--- src/rtl/sws_pkg.sv ---
// Shared types and constants for the sliding-window sender.
// No dependencies; used by sws_cfg and sliding_window_sender.
`default_nettype none

package sws_pkg;

    // Field widths fixed by the port list
    localparam int MODE_W   = 2;
    localparam int SEQ_W    = 4;
    localparam int ID_W     = 16;
    localparam int LEN_W    = 16;
    localparam int STATUS_W = 3;
    localparam int LIMIT_W  = 4;

    // Sequence numbers run 1 to SEQ_MAX and wrap
    localparam logic [SEQ_W-1:0] SEQ_MAX = SEQ_W'(8);

    // In-flight FIFO
    localparam int FLIGHT_DEPTH = 8;
    localparam int FL_PTR_W     = $clog2(FLIGHT_DEPTH);
    localparam int FL_CNT_W     = $clog2(FLIGHT_DEPTH + 1);

    // Backlog FIFO
    localparam int BACKLOG_DEPTH = 16;
    localparam int BL_PTR_W      = (BACKLOG_DEPTH > 1) ? $clog2(BACKLOG_DEPTH) : 1;
    localparam int BL_CNT_W      = $clog2(BACKLOG_DEPTH + 1);

    // Configuration port
    localparam int CFG_ADDR_W = 3;
    localparam int CFG_DATA_W = 32;
    localparam logic REG_WINDOW_LIMIT = 1'b0;
    localparam logic [LIMIT_W-1:0] WINDOW_LIMIT_RESET = LIMIT_W'(8);

    // Event kinds
    localparam logic [MODE_W-1:0] MODE_NEW  = 2'd0;
    localparam logic [MODE_W-1:0] MODE_ACK  = 2'd1;
    localparam logic [MODE_W-1:0] MODE_NACK = 2'd2;

    // Result status codes
    localparam logic [STATUS_W-1:0] ST_SENT    = 3'd0;
    localparam logic [STATUS_W-1:0] ST_QUEUED  = 3'd1;
    localparam logic [STATUS_W-1:0] ST_ACKED   = 3'd2;
    localparam logic [STATUS_W-1:0] ST_DROPPED = 3'd3;
    localparam logic [STATUS_W-1:0] ST_EMPTY   = 3'd4;

    typedef struct packed {
        logic [SEQ_W-1:0] seq;
        logic [ID_W-1:0]  id;
        logic [LEN_W-1:0] len;
    } pkt_t;

endpackage

`default_nettype wire

--- src/rtl/sliding_window_sender.sv ---
// Top level of the sliding-window sender: event decode, in-flight and backlog FIFOs.
// Depends on sws_pkg and sws_cfg.
//
// Takes one event (new packet, ACK or NACK) per clock: busy never rises, so an
// event may be issued with start in every cycle. Each event yields exactly one
// result, shown on the result ports for one cycle with result_valid high on the
// cycle after start; the receiver must take it then. The whole FIFO and counter
// update for an event is combinational between the input and the result
// register, which sets the rate of one event per clock. Write window_limit only
// while no event is in progress.
`default_nettype none

module sliding_window_sender (
    input  wire logic                              clk,
    input  wire logic                              rst_n,
    input  wire logic                              start,
    output logic                                   busy,
    input  wire logic [sws_pkg::MODE_W-1:0]        mode,
    input  wire logic [sws_pkg::LEN_W-1:0]         packet_length,
    output logic                                   result_valid,
    output logic                                   sent,
    output logic      [sws_pkg::SEQ_W-1:0]         sent_seq,
    output logic      [sws_pkg::ID_W-1:0]          sent_id,
    output logic      [sws_pkg::LEN_W-1:0]         sent_length,
    output logic      [sws_pkg::STATUS_W-1:0]      status,
    input  wire logic                              psel,
    input  wire logic                              penable,
    input  wire logic                              pwrite,
    input  wire logic [sws_pkg::CFG_ADDR_W-1:0]    paddr,
    input  wire logic [sws_pkg::CFG_DATA_W-1:0]    pwdata,
    output logic      [sws_pkg::CFG_DATA_W-1:0]    prdata,
    output logic                                   pready
);
    import sws_pkg::*;

    logic [FL_CNT_W-1:0] limit_eff;

    sws_cfg u_cfg (
        .clk       (clk),
        .rst_n     (rst_n),
        .psel      (psel),
        .penable   (penable),
        .pwrite    (pwrite),
        .paddr     (paddr),
        .pwdata    (pwdata),
        .prdata    (prdata),
        .pready    (pready),
        .limit_eff (limit_eff)
    );

    // Control state
    logic [SEQ_W-1:0]    last_seq_reg,   last_seq_next;
    logic [ID_W-1:0]     pkt_cnt_reg,    pkt_cnt_next;
    logic [FL_PTR_W-1:0] fl_head_reg,    fl_head_next;
    logic [FL_PTR_W-1:0] fl_tail_reg,    fl_tail_next;
    logic [FL_CNT_W-1:0] fl_count_reg,   fl_count_next;
    logic [BL_PTR_W-1:0] bl_head_reg,    bl_head_next;
    logic [BL_PTR_W-1:0] bl_tail_reg,    bl_tail_next;
    logic [BL_CNT_W-1:0] bl_count_reg,   bl_count_next;
    logic                valid_reg,      valid_next;

    // Result payload
    logic                sent_reg,       sent_next;
    pkt_t                res_pkt_reg,    res_pkt_next;
    logic [STATUS_W-1:0] status_reg,     status_next;

    // Packet stores
    pkt_t flight_store_reg  [FLIGHT_DEPTH];
    pkt_t backlog_store_reg [BACKLOG_DEPTH];

    logic    fl_we;
    pkt_t    fl_wdata;
    logic    bl_we;
    pkt_t    bl_wdata;
    pkt_t    fl_head_pkt;
    pkt_t    bl_head_pkt;
    pkt_t    new_pkt;
    logic [SEQ_W-1:0]    seq_inc;
    logic [FL_PTR_W-1:0] fl_head_inc;
    logic [FL_PTR_W-1:0] fl_tail_inc;
    logic [BL_PTR_W-1:0] bl_head_inc;
    logic [BL_PTR_W-1:0] bl_tail_inc;
    logic [FL_CNT_W-1:0] fl_count_dec;

    assign busy = 1'b0;

    assign fl_head_pkt = flight_store_reg[fl_head_reg];
    assign bl_head_pkt = backlog_store_reg[bl_head_reg];

    assign seq_inc = (last_seq_reg >= SEQ_MAX) ? SEQ_W'(1) : last_seq_reg + SEQ_W'(1);
    assign new_pkt = '{seq: seq_inc, id: pkt_cnt_reg + ID_W'(1), len: packet_length};

    assign fl_head_inc = (32'(fl_head_reg) == FLIGHT_DEPTH - 1) ? '0
                                                                : fl_head_reg + FL_PTR_W'(1);
    assign fl_tail_inc = (32'(fl_tail_reg) == FLIGHT_DEPTH - 1) ? '0
                                                                : fl_tail_reg + FL_PTR_W'(1);
    assign bl_head_inc = (32'(bl_head_reg) == BACKLOG_DEPTH - 1) ? '0
                                                                 : bl_head_reg + BL_PTR_W'(1);
    assign bl_tail_inc = (32'(bl_tail_reg) == BACKLOG_DEPTH - 1) ? '0
                                                                 : bl_tail_reg + BL_PTR_W'(1);
    assign fl_count_dec = fl_count_reg - FL_CNT_W'(1);

    always_comb
    begin
        last_seq_next = last_seq_reg;
        pkt_cnt_next  = pkt_cnt_reg;
        fl_head_next  = fl_head_reg;
        fl_tail_next  = fl_tail_reg;
        fl_count_next = fl_count_reg;
        bl_head_next  = bl_head_reg;
        bl_tail_next  = bl_tail_reg;
        bl_count_next = bl_count_reg;
        fl_we         = 1'b0;
        fl_wdata      = new_pkt;
        bl_we         = 1'b0;
        bl_wdata      = new_pkt;
        valid_next    = start;
        sent_next     = 1'b0;
        res_pkt_next  = '0;
        status_next   = ST_SENT;

        if (start)
        begin
            case (mode)
                MODE_NEW:
                begin
                    // Seq and id are consumed even when the packet is dropped
                    last_seq_next = seq_inc;
                    pkt_cnt_next  = new_pkt.id;
                    if (bl_count_reg == '0 && fl_count_reg < limit_eff)
                    begin
                        fl_we         = 1'b1;
                        fl_tail_next  = fl_tail_inc;
                        fl_count_next = fl_count_reg + FL_CNT_W'(1);
                        sent_next     = 1'b1;
                        res_pkt_next  = new_pkt;
                        status_next   = ST_SENT;
                    end
                    else if (32'(bl_count_reg) < BACKLOG_DEPTH)
                    begin
                        bl_we         = 1'b1;
                        bl_tail_next  = bl_tail_inc;
                        bl_count_next = bl_count_reg + BL_CNT_W'(1);
                        status_next   = ST_QUEUED;
                    end
                    else
                    begin
                        status_next = ST_DROPPED;
                    end
                end
                default:
                begin
                    if (fl_count_reg == '0)
                    begin
                        status_next = ST_EMPTY;
                    end
                    else if (mode == MODE_ACK)
                    begin
                        // Retire the oldest, then refill from the backlog if room
                        fl_head_next = fl_head_inc;
                        if (bl_count_reg != '0 && fl_count_dec < limit_eff)
                        begin
                            fl_we         = 1'b1;
                            fl_wdata      = bl_head_pkt;
                            fl_tail_next  = fl_tail_inc;
                            bl_head_next  = bl_head_inc;
                            bl_count_next = bl_count_reg - BL_CNT_W'(1);
                            sent_next     = 1'b1;
                            res_pkt_next  = bl_head_pkt;
                            status_next   = ST_SENT;
                        end
                        else
                        begin
                            fl_count_next = fl_count_dec;
                            status_next   = ST_ACKED;
                        end
                    end
                    else
                    begin
                        // NACK (and the unused code): resend oldest, rotate to tail
                        fl_we        = 1'b1;
                        fl_wdata     = fl_head_pkt;
                        fl_head_next = fl_head_inc;
                        fl_tail_next = fl_tail_inc;
                        sent_next    = 1'b1;
                        res_pkt_next = fl_head_pkt;
                        status_next  = ST_SENT;
                    end
                end
            endcase
        end
    end

    always_ff @(posedge clk or negedge rst_n)
    begin
        if (!rst_n)
        begin
            last_seq_reg <= '0;
            pkt_cnt_reg  <= '0;
            fl_head_reg  <= '0;
            fl_tail_reg  <= '0;
            fl_count_reg <= '0;
            bl_head_reg  <= '0;
            bl_tail_reg  <= '0;
            bl_count_reg <= '0;
            valid_reg    <= 1'b0;
        end
        else
        begin
            last_seq_reg <= last_seq_next;
            pkt_cnt_reg  <= pkt_cnt_next;
            fl_head_reg  <= fl_head_next;
            fl_tail_reg  <= fl_tail_next;
            fl_count_reg <= fl_count_next;
            bl_head_reg  <= bl_head_next;
            bl_tail_reg  <= bl_tail_next;
            bl_count_reg <= bl_count_next;
            valid_reg    <= valid_next;
        end
    end

    always_ff @(posedge clk)
    begin
        sent_reg    <= sent_next;
        res_pkt_reg <= res_pkt_next;
        status_reg  <= status_next;
        if (fl_we)
        begin
            flight_store_reg[fl_tail_reg] <= fl_wdata;
        end
        if (bl_we)
        begin
            backlog_store_reg[bl_tail_reg] <= bl_wdata;
        end
    end

    assign result_valid = valid_reg;
    assign sent         = sent_reg;
    assign sent_seq     = res_pkt_reg.seq;
    assign sent_id      = res_pkt_reg.id;
    assign sent_length  = res_pkt_reg.len;
    assign status       = status_reg;

endmodule

`default_nettype wire

--- src/rtl/sws_cfg.sv ---
// APB-style configuration register for the sliding-window sender.
// Holds window_limit and presents it clamped to 1..FLIGHT_DEPTH. Uses sws_pkg.
`default_nettype none

module sws_cfg (
    input  wire logic                              clk,
    input  wire logic                              rst_n,
    input  wire logic                              psel,
    input  wire logic                              penable,
    input  wire logic                              pwrite,
    input  wire logic [sws_pkg::CFG_ADDR_W-1:0]    paddr,
    input  wire logic [sws_pkg::CFG_DATA_W-1:0]    pwdata,
    output logic      [sws_pkg::CFG_DATA_W-1:0]    prdata,
    output logic                                   pready,
    output logic      [sws_pkg::FL_CNT_W-1:0]      limit_eff
);
    import sws_pkg::*;

    logic [LIMIT_W-1:0] window_limit_reg;
    logic [LIMIT_W-1:0] window_limit_next;
    logic               wr_en;
    logic               sel_limit;

    assign pready    = 1'b1;
    assign sel_limit = (paddr[CFG_ADDR_W-1] == REG_WINDOW_LIMIT);
    assign wr_en     = psel && penable && pwrite && pready;

    always_comb
    begin
        window_limit_next = window_limit_reg;
        if (wr_en && sel_limit)
        begin
            window_limit_next = pwdata[LIMIT_W-1:0];
        end
    end

    always_ff @(posedge clk or negedge rst_n)
    begin
        if (!rst_n)
        begin
            window_limit_reg <= WINDOW_LIMIT_RESET;
        end
        else
        begin
            window_limit_reg <= window_limit_next;
        end
    end

    always_comb
    begin
        prdata = '0;
        if (sel_limit)
        begin
            prdata = CFG_DATA_W'(window_limit_reg);
        end
    end

    // Zero acts as one, anything past the FIFO depth acts as full depth
    always_comb
    begin
        if (window_limit_reg == '0)
        begin
            limit_eff = FL_CNT_W'(1);
        end
        else if (32'(window_limit_reg) > FLIGHT_DEPTH)
        begin
            limit_eff = FL_CNT_W'(FLIGHT_DEPTH);
        end
        else
        begin
            limit_eff = FL_CNT_W'(window_limit_reg);
        end
    end

endmodule

`default_nettype wire

--- config.mk ---
export PLATFORM = sky130hd
export DESIGN_NAME = sliding_window_sender
export DESIGN_NICKNAME = d
export VERILOG_FILES = /design/src/rtl/sws_pkg.sv /design/src/rtl/sliding_window_sender.sv /design/src/rtl/sws_cfg.sv
export SDC_FILE = /design/constraint.sdc
export NUM_CORES = 1
export LEC_CHECK = 0
export CAP_MARGIN = 20
export CORE_ASPECT_RATIO = 1.5
export CORE_MARGIN = 1.5
export CORE_UTILIZATION = 63
export DETAILED_ROUTE_END_ITERATION = 12
export DONT_BUFFER_PORTS = 1
export PLACE_DENSITY = 0.86
export RECOVER_POWER = 25
export SETUP_SLACK_MARGIN = 0.02
export SLEW_MARGIN = 20
export SYNTH_ARGS = -nofsm -noshare
export SYNTH_HDL_FRONTEND = slang
export SYNTH_SLANG_ARGS = --single-unit
--- constraint.sdc ---
create_clock -name clk -period 6.5 [get_ports clk]
set_clock_uncertainty 0.1 [all_clocks]
set_input_delay 0.325 -clock clk [delete_from_list [all_inputs] [get_ports clk]]
set_output_delay 0.325 -clock clk [all_outputs]
set_load 0.02 [all_outputs]
==> qor.yml, run 1 <==
timing:
  tns_ns: 0
  rsz0062_at_grt: "no"
  slew_viol_final: 49
  worst_pin_slew_ns: 2.95
  timing.fmax_mhz: 243
  slew_headroom_pct: -96.6
  hold_viol: 0
  timing.final.crit_share_pct: 63.4
  setup_ws_ns: 2.38
  hold-worst-slack_ns: 0.0327
  post-route-min-period_ns: 4.12
  report.final.setup_viol: 0
setup_path:
  crit-reg2reg-launch: "fl_count_reg[0]$_DFFE_PN0P_"
  r2r.worst_path.cells: 9
  regToRegEndpoint: "flight_store_reg[6][13]$_DFFE_PP_"
  worst_path_fanout_max: 21
  r2r_slack_ns: 2.38
  worst_path_class_setup: "flip-flop to flip-flop"
  critical_path_arrival_ns: 4.46
  critPathRequiredTime_ns: 6.84
  start_kind: "flip-flop"
  timing.critical_path.to_type: "flip-flop"
finish:
  nNetsFinal: 1982
  instances_no_fill: 2738
  fillers: 3205
  num_antenna_cells: 0
  multi_input_area_mm2: 0.00885
  seq_area_mm2: 0.0280
  end_of_flow_core_utilization_pct: 70.0
  area_growth_syn_to_layout_pct: 10.1
  drive_gt1_share_pct: 21.7
  largest_register_ffs: 576
  final_area_mm2: 0.0410
synth:
  post_synth_inst_count: 1849
  post_synth_main_area_contributors: "sky130_fd_sc_hd__edfxtp_1 70%, sky130_fd_sc_hd__mux4_2 13%, sky130_fd_sc_hd__dfrtp_1 3.2%"
  yosys.area.top_type_share_pct: 69.6
  synth-async-reset-ratio_pct: 5.04
  ys.warnings.count: 0
  synth_enable_flop_cells: 864
  synth-seq-cells: 952
  ys_dominant_reg_cell: "sky130_fd_sc_hd__edfxtp_1"
  synth-seq-area-share_pct: 75.0
  synth.largest_area_cell: "sky130_fd_sc_hd__edfxtp_1"
  yosys.cell_types.count: 63
  mappedNetlistArea_mm2: 0.0373
  synth.avg_cell_area_um2: 20.2
power:
  power_switching_mw: 5.22
  power_leakage_nw: 13.5
  seqPwrFrac_pct: 48.3
  power_frac_comb_pct: 24.0
  clk_pwr_share_pct: 27.7
  post-layout-total-power_mw: 17.2
  internal_power_mw: 11.9
  pwr_density_cell_mw_per_mm2: 418
  power.share.switching_pct: 30.4
  ir_worst_vdd_mv: 0.340
place:
  routabilityCongestion: 0.822
  placed_area_mm2: 0.0382
  detailedPlace.worstSlack_ns: 2.15
  place_hpwl_um: 45900
  dpl.cell_count: 2564
  port_buffers: 0
floorplanning:
  i_o_pins: 134
  design.core.area_mm2: 0.0586
  initial_utilization_pct: 63.6
  die-area_mm2: 0.0607
  overall_die_width_um: 202
  die_y_um: 301
  rows: 109
route:
  num_vias: 19600
  viasPerCell: 7.17
  route.detailed.wl_per_inst_um: 33.0
  drt.antenna.violating_nets: 0
  routed_wirelength_um: 90200
  drcViolationCount: 0
  first_iter_violations: 2903
  dr.pass1.iters: 6
clock_tree:
  worst_case_clock_buffer_depth: 3
  cts_hold_repair.buffers: 31
  clock_latency_ns: 0.65
  cts.clk_slew.worst_paths_ns: 0.07
  clock-root-buffer: "sky130_fd_sc_hd__clkbuf_16"
  cts_repair_resize_count: 0
  cts-buffers-inserted: 77
  tritoncts_num_sinks: 952
  cts_tree: "done"
  ctsHtreeMaxLevel: 3
  post-cts-setup-buffer-count: 0
worst_hold_path:
  worstHoldStart: "packet_length[7]"
  hold_path_depth: 1
  hp-class: "input port to flip-flop"
  hold_path_end: "flight_store_reg[5][7]$_DFFE_PP_"
run_status:
  status: "finished with violations"
  failed_checks: "capacitance limit, slew limit"
global_routing:
  globalRouteTotalUtil_pct: 30.3
  grt_first_pass_wirelength_um: 132000
  grt_start_max_net_pins: 72
  first_global_vias: 20200
  aggregate_global_routing_overflow: 0
  number_of_antenna_violations_at_the_first_check_in_global_routing: 4
run:
  cap_violations: 1
-- cell type report --
class | instances | share of cell area [%]
clock inverters | 45 | 0.981
well taps | 777 | 2.37
repair buffers | 69 | 1.50
clock buffers | 97 | 5.18
multi-input cells | 767 | 21.6
inverters | 31 | 0.283
flip-flops and latches | 952 | 68.1
-- logic make-up (layout without fill, tap and decap cells) --
kind of cell	Yosys count	count (layout)	synth area share, %
mux	270	270	14.4
buf+inv	158	242	2.07
other cells	2	30	0.0202
fa+ha+maj	25	25	0.859
flops	952	952	75.0
xor+xnor	41	41	0.964
simple gates	174	174	2.26
compound gates	227	227	4.38
-- synthesized netlist by cell type, types with 13 or more instances --
cell type and instances:
sky130_fd_sc_hd__inv_1 29, sky130_fd_sc_hd__edfxtp_1 864, sky130_fd_sc_hd__clkbuf_1 54, sky130_fd_sc_hd__xor2_1 21
sky130_fd_sc_hd__mux2i_1 45, sky130_fd_sc_hd__buf_2 30, sky130_fd_sc_hd__xnor2_1 20, sky130_fd_sc_hd__dfrtp_1 47
sky130_fd_sc_hd__a211o_1 34, sky130_fd_sc_hd__ha_1 24, sky130_fd_sc_hd__mux4_2 212, sky130_fd_sc_hd__o22a_1 15
sky130_fd_sc_hd__nor3_1 14, sky130_fd_sc_hd__nand2_1 52, sky130_fd_sc_hd__o21ai_0 41, sky130_fd_sc_hd__a22oi_1 46
sky130_fd_sc_hd__nand3_1 13, sky130_fd_sc_hd__nor2_1 49, sky130_fd_sc_hd__buf_4 32, sky130_fd_sc_hd__dfxtp_1 40
sky130_fd_sc_hd__a21oi_1 31, sky130_fd_sc_hd__a221oi_1 13
-- worst max-delay path by stage --
| stage | startpoint | to | cells past startpoint |
|---|---|---|---|
| floorplan | fl_count_reg[0]$_DFFE_PN0P_ | flight_store_reg[1][0]$_DFFE_PP_ | 10 |
| global placement | u_cfg.window_limit_reg[3]$_DFFE_PN1P_ | flight_store_reg[4][14]$_DFFE_PP_ | 8 |
| detailed placement | u_cfg.window_limit_reg[3]$_DFFE_PN1P_ | flight_store_reg[4][14]$_DFFE_PP_ | 8 |
| CTS | u_cfg.window_limit_reg[3]$_DFFE_PN1P_ | flight_store_reg[5][2]$_DFFE_PP_ | 8 |
| global route | fl_count_reg[0]$_DFFE_PN0P_ | flight_store_reg[2][15]$_DFFE_PP_ | 9 |
| finish | fl_count_reg[0]$_DFFE_PN0P_ | flight_store_reg[6][13]$_DFFE_PP_ | 9 |
-- worst max-delay path, cell delays in order (launching register included) --
cell	delay, ns
sky130_fd_sc_hd__dfrtp_1	0.47
sky130_fd_sc_hd__inv_1	0.12
sky130_fd_sc_hd__ha_1	0.31
sky130_fd_sc_hd__inv_1	0.07
sky130_fd_sc_hd__ha_1	0.22
sky130_fd_sc_hd__o41ai_1	0.60
sky130_fd_sc_hd__nand3_2	0.67
sky130_fd_sc_hd__buf_4	0.49
sky130_fd_sc_hd__a21oi_1	0.53
sky130_fd_sc_hd__a211o_1	0.34
-- power groups by stage --
stage	clock, mW	sequential (mW)	combinational, mW
floorplan	0	8.00	3.12
global placement	0	8.34	3.67
detailed placement	0	8.40	3.85
CTS	4.76	8.29	4.06
global route	4.96	8.35	4.34
finish	4.75	8.29	4.11
-- routing by layer --
| layer | routed length, um | share of wire, % | vias up | GRT usage [%] |
|---|---|---|---|---|
| met5 | 49 | 0.054 | - | 0 |
| met4 | 4660 | 5.2 | 8 | 15.2 |
| met3 | 10300 | 11 | 340 | 6.44 |
| met2 | 45500 | 50 | 1692 | 50.2 |
| met1 | 29800 | 33 | 10000 | 38.2 |
| li1 | - | - | 7594 | - |
-- placed cells by master (no fill, tap or decap), types with 35 or more instances in the layout --
master and instances:
sky130_fd_sc_hd__nor2_1 36, sky130_fd_sc_hd__mux4_2 212, sky130_fd_sc_hd__a22oi_1 46, sky130_fd_sc_hd__mux2i_1 45
sky130_fd_sc_hd__o21ai_0 41, sky130_fd_sc_hd__clkbuf_16 81, sky130_fd_sc_hd__dfrtp_1 42, sky130_fd_sc_hd__nand2_1 52
sky130_fd_sc_hd__dfxtp_1 40, sky130_fd_sc_hd__edfxtp_1 864, sky130_fd_sc_hd__buf_4 35
No activity file was read; power rests on OpenSTA's default activity.
==> run 2, diff against run 1 <==
--- a/config.mk
+++ b/config.mk
@@ -8,10 +8,10 @@
 export CAP_MARGIN = 20
 export CORE_ASPECT_RATIO = 1.5
 export CORE_MARGIN = 1.5
-export CORE_UTILIZATION = 63
+export CORE_UTILIZATION = 57
 export DETAILED_ROUTE_END_ITERATION = 12
 export DONT_BUFFER_PORTS = 1
-export PLACE_DENSITY = 0.86
+export PLACE_DENSITY = 0.82
 export RECOVER_POWER = 25
 export SETUP_SLACK_MARGIN = 0.02
 export SLEW_MARGIN = 20
==> constraint.sdc (replaced) <==
create_clock -name clk -period 3.7 [get_ports clk]
set_clock_uncertainty 0.1 [all_clocks]
set_input_delay 0.185 -clock clk [delete_from_list [all_inputs] [get_ports clk]]
set_output_delay 0.185 -clock clk [all_outputs]
set_load 0.02 [all_outputs]
==> qor.yml, run 2 (synthesis gave the netlist of run 1 again) <==
route:
  route.detailed.wl_per_inst_um: 30.5
  num_vias: 19200
  routed_wirelength_um: 87800
  viasPerCell: 6.69
  dr.pass1.iters: 6
  drt.antenna.violating_nets: 0
  first_iter_violations: 2731
  drcViolationCount: 0
setup_path:
  critPathRequiredTime_ns: 4.03
  cp_num_buf_inv: 3
  cp_slowest_stage_delay_ns: 0.56
  timing.critical_path.to_type: "flip-flop"
  timing.critical_path.max_delay_family: "compound AO/OA/AOI/OAI gates"
  timing.critical_path.mode_cell: "sky130_fd_sc_hd__ha_1"
  start_kind: "flip-flop"
  critical_path_arrival_ns: 3.79
  worst_path_class_setup: "flip-flop to flip-flop"
  worst_path_fanout_max: 17
  crit_path_top_delay_cell: "sky130_fd_sc_hd__nand3_2"
  timing.critical_path.cells: "inv_2 -> ha_1 -> inv_1 -> ha_1 -> o41ai_1 -> nand3_2 -> buf_12 -> a21oi_1 -> a211o_1"
place:
  port_buffers: 0
  placed_area_mm2: 0.0390
  place_hpwl_um: 48300
  detailedPlace.worstSlack_ns: 0.294
  routabilityCongestion: 0.849
floorplanning:
  die_y_um: 316
  i_o_pins: 134
  initial_utilization_pct: 57.7
  overall_die_width_um: 212
  design.core.area_mm2: 0.0646
  die-area_mm2: 0.0670
  rows: 114
power:
  pwr_density_cell_mw_per_mm2: 734
  power_leakage_nw: 13.9
  ir_worst_vdd_mv: 0.522
global_routing:
  number_of_antenna_violations_at_the_first_check_in_global_routing: 3
  globalRouteTotalUtil_pct: 26.9
  first_global_vias: 19900
  aggregate_global_routing_overflow: 0
  grt_first_pass_wirelength_um: 130000
  grt_start_max_net_pins: 48
timing:
  post-route-min-period_ns: 3.45
  timing.fmax_mhz: 289
  slew_viol_final: 0
  report.final.setup_viol: 0
  rsz0062_at_grt: "no"
  hold_viol: 0
  worst_pin_slew_ns: 1.03
  timing.final.crit_share_pct: 93.4
  slew_headroom_pct: 30.7
  hold-worst-slack_ns: 0.0662
  setup_ws_ns: 0.246
clock_tree:
  clock_latency_ns: 0.64
  cts_tree: "done"
  tritoncts_num_sinks: 952
  clock-root-buffer: "sky130_fd_sc_hd__clkbuf_16"
  cts-buffers-inserted: 80
  worst_case_clock_buffer_depth: 3
  cts.clk_slew.worst_paths_ns: 0.07
  ctsHtreeMaxLevel: 3
finish:
  area_growth_syn_to_layout_pct: 12.8
  commonest_non_fill_non_tap_cell_in_the_layout: "sky130_fd_sc_hd__edfxtp_1"
  largest_register_ffs: 576
  final_area_mm2: 0.0421
  nNetsFinal: 2020
  drive_gt1_share_pct: 23.7
  final_cell_mix: "864 x sky130_fd_sc_hd__edfxtp_1, 212 x sky130_fd_sc_hd__mux4_2, 84 x sky130_fd_sc_hd__clkbuf_16"
  end_of_flow_core_utilization_pct: 65.1
run:
  cap_violations: 0
run_status:
  status: "complete, no violations"
worst_hold_path:
  hp-class: "input port to flip-flop"
run 2: cell type report:
cell class / count / area (um2)
flip-flops and latches: 952 / 28000
fillers: 3841 / 22600
multi-input cells: 767 / 8910
clock buffers: 107 / 2260
repair buffers: 104 / 1250
well taps: 870 / 1090
clock inverters: 41 / 460
inverters: 31 / 116
diodes: 3 / 7.51
run 2: final timing paths:
check	cells after the start	from	slack (ns)	end
max	9	fl_count_reg[0]$_DFFE_PN0P_	0.25	flight_store_reg[7][8]$_DFFE_PP_
min	2	mode[0]	0.07	pkt_cnt_reg[0]$_DFFE_PN0P_
max reg2reg	9	fl_count_reg[0]$_DFFE_PN0P_	0.25	flight_store_reg[7][8]$_DFFE_PP_
min reg2reg	1	pkt_cnt_reg[14]$_DFFE_PN0P_	0.43	pkt_cnt_reg[14]$_DFFE_PN0P_
max in group asynchronous	3	rst_n	3.07	bl_head_reg[2]$_DFFE_PN0P_
min in group asynchronous	2	rst_n	0.11	u_cfg.window_limit_reg[3]$_DFFE_PN1P_
run 2: report_power, final:
part	internal [mW]	total [mW]	switching [mW]
Clock	4.84	8.72	3.88
Sequential	13.3	14.3	1.01
Combinational	3.36	7.80	4.44
run 2: repair_timing:
| action | 4_1_cts | 5_1_grt |
|---|---|---|
| hold endpoints to repair | 472 | 0 |
| setup endpoints to repair | 0 | 0 |
| hold buffers | 30 | 0 |
| setup buffers | 0 | 0 |
| resized for setup | 0 | 0 |
run 2: routing by layer:
| layer | vias to the layer above | global-route usage, % | wire length (um) |
|---|---|---|---|
| li1 | 7682 | - | - |
| met1 | 9944 | 33.6 | 29600 |
| met2 | 1315 | 45.8 | 45300 |
| met3 | 297 | 4.69 | 8490 |
| met4 | 4 | 13.0 | 4370 |
| met5 | - | 0 | 23 |
run 2: metrics by stage:
stage | power [mW] | cells | setup TNS (ns)
4_1_cts | 30.9 | 2872 | 0
5_1_grt | 31.8 | 2872 | 0
6_report | 30.9 | 2875 | 0
3_5_place_dp | 22.0 | 2694 | 0
3_3_place_gp | 21.6 | 2694 | 0
2_1_floorplan | 19.6 | 1877 | -27.46
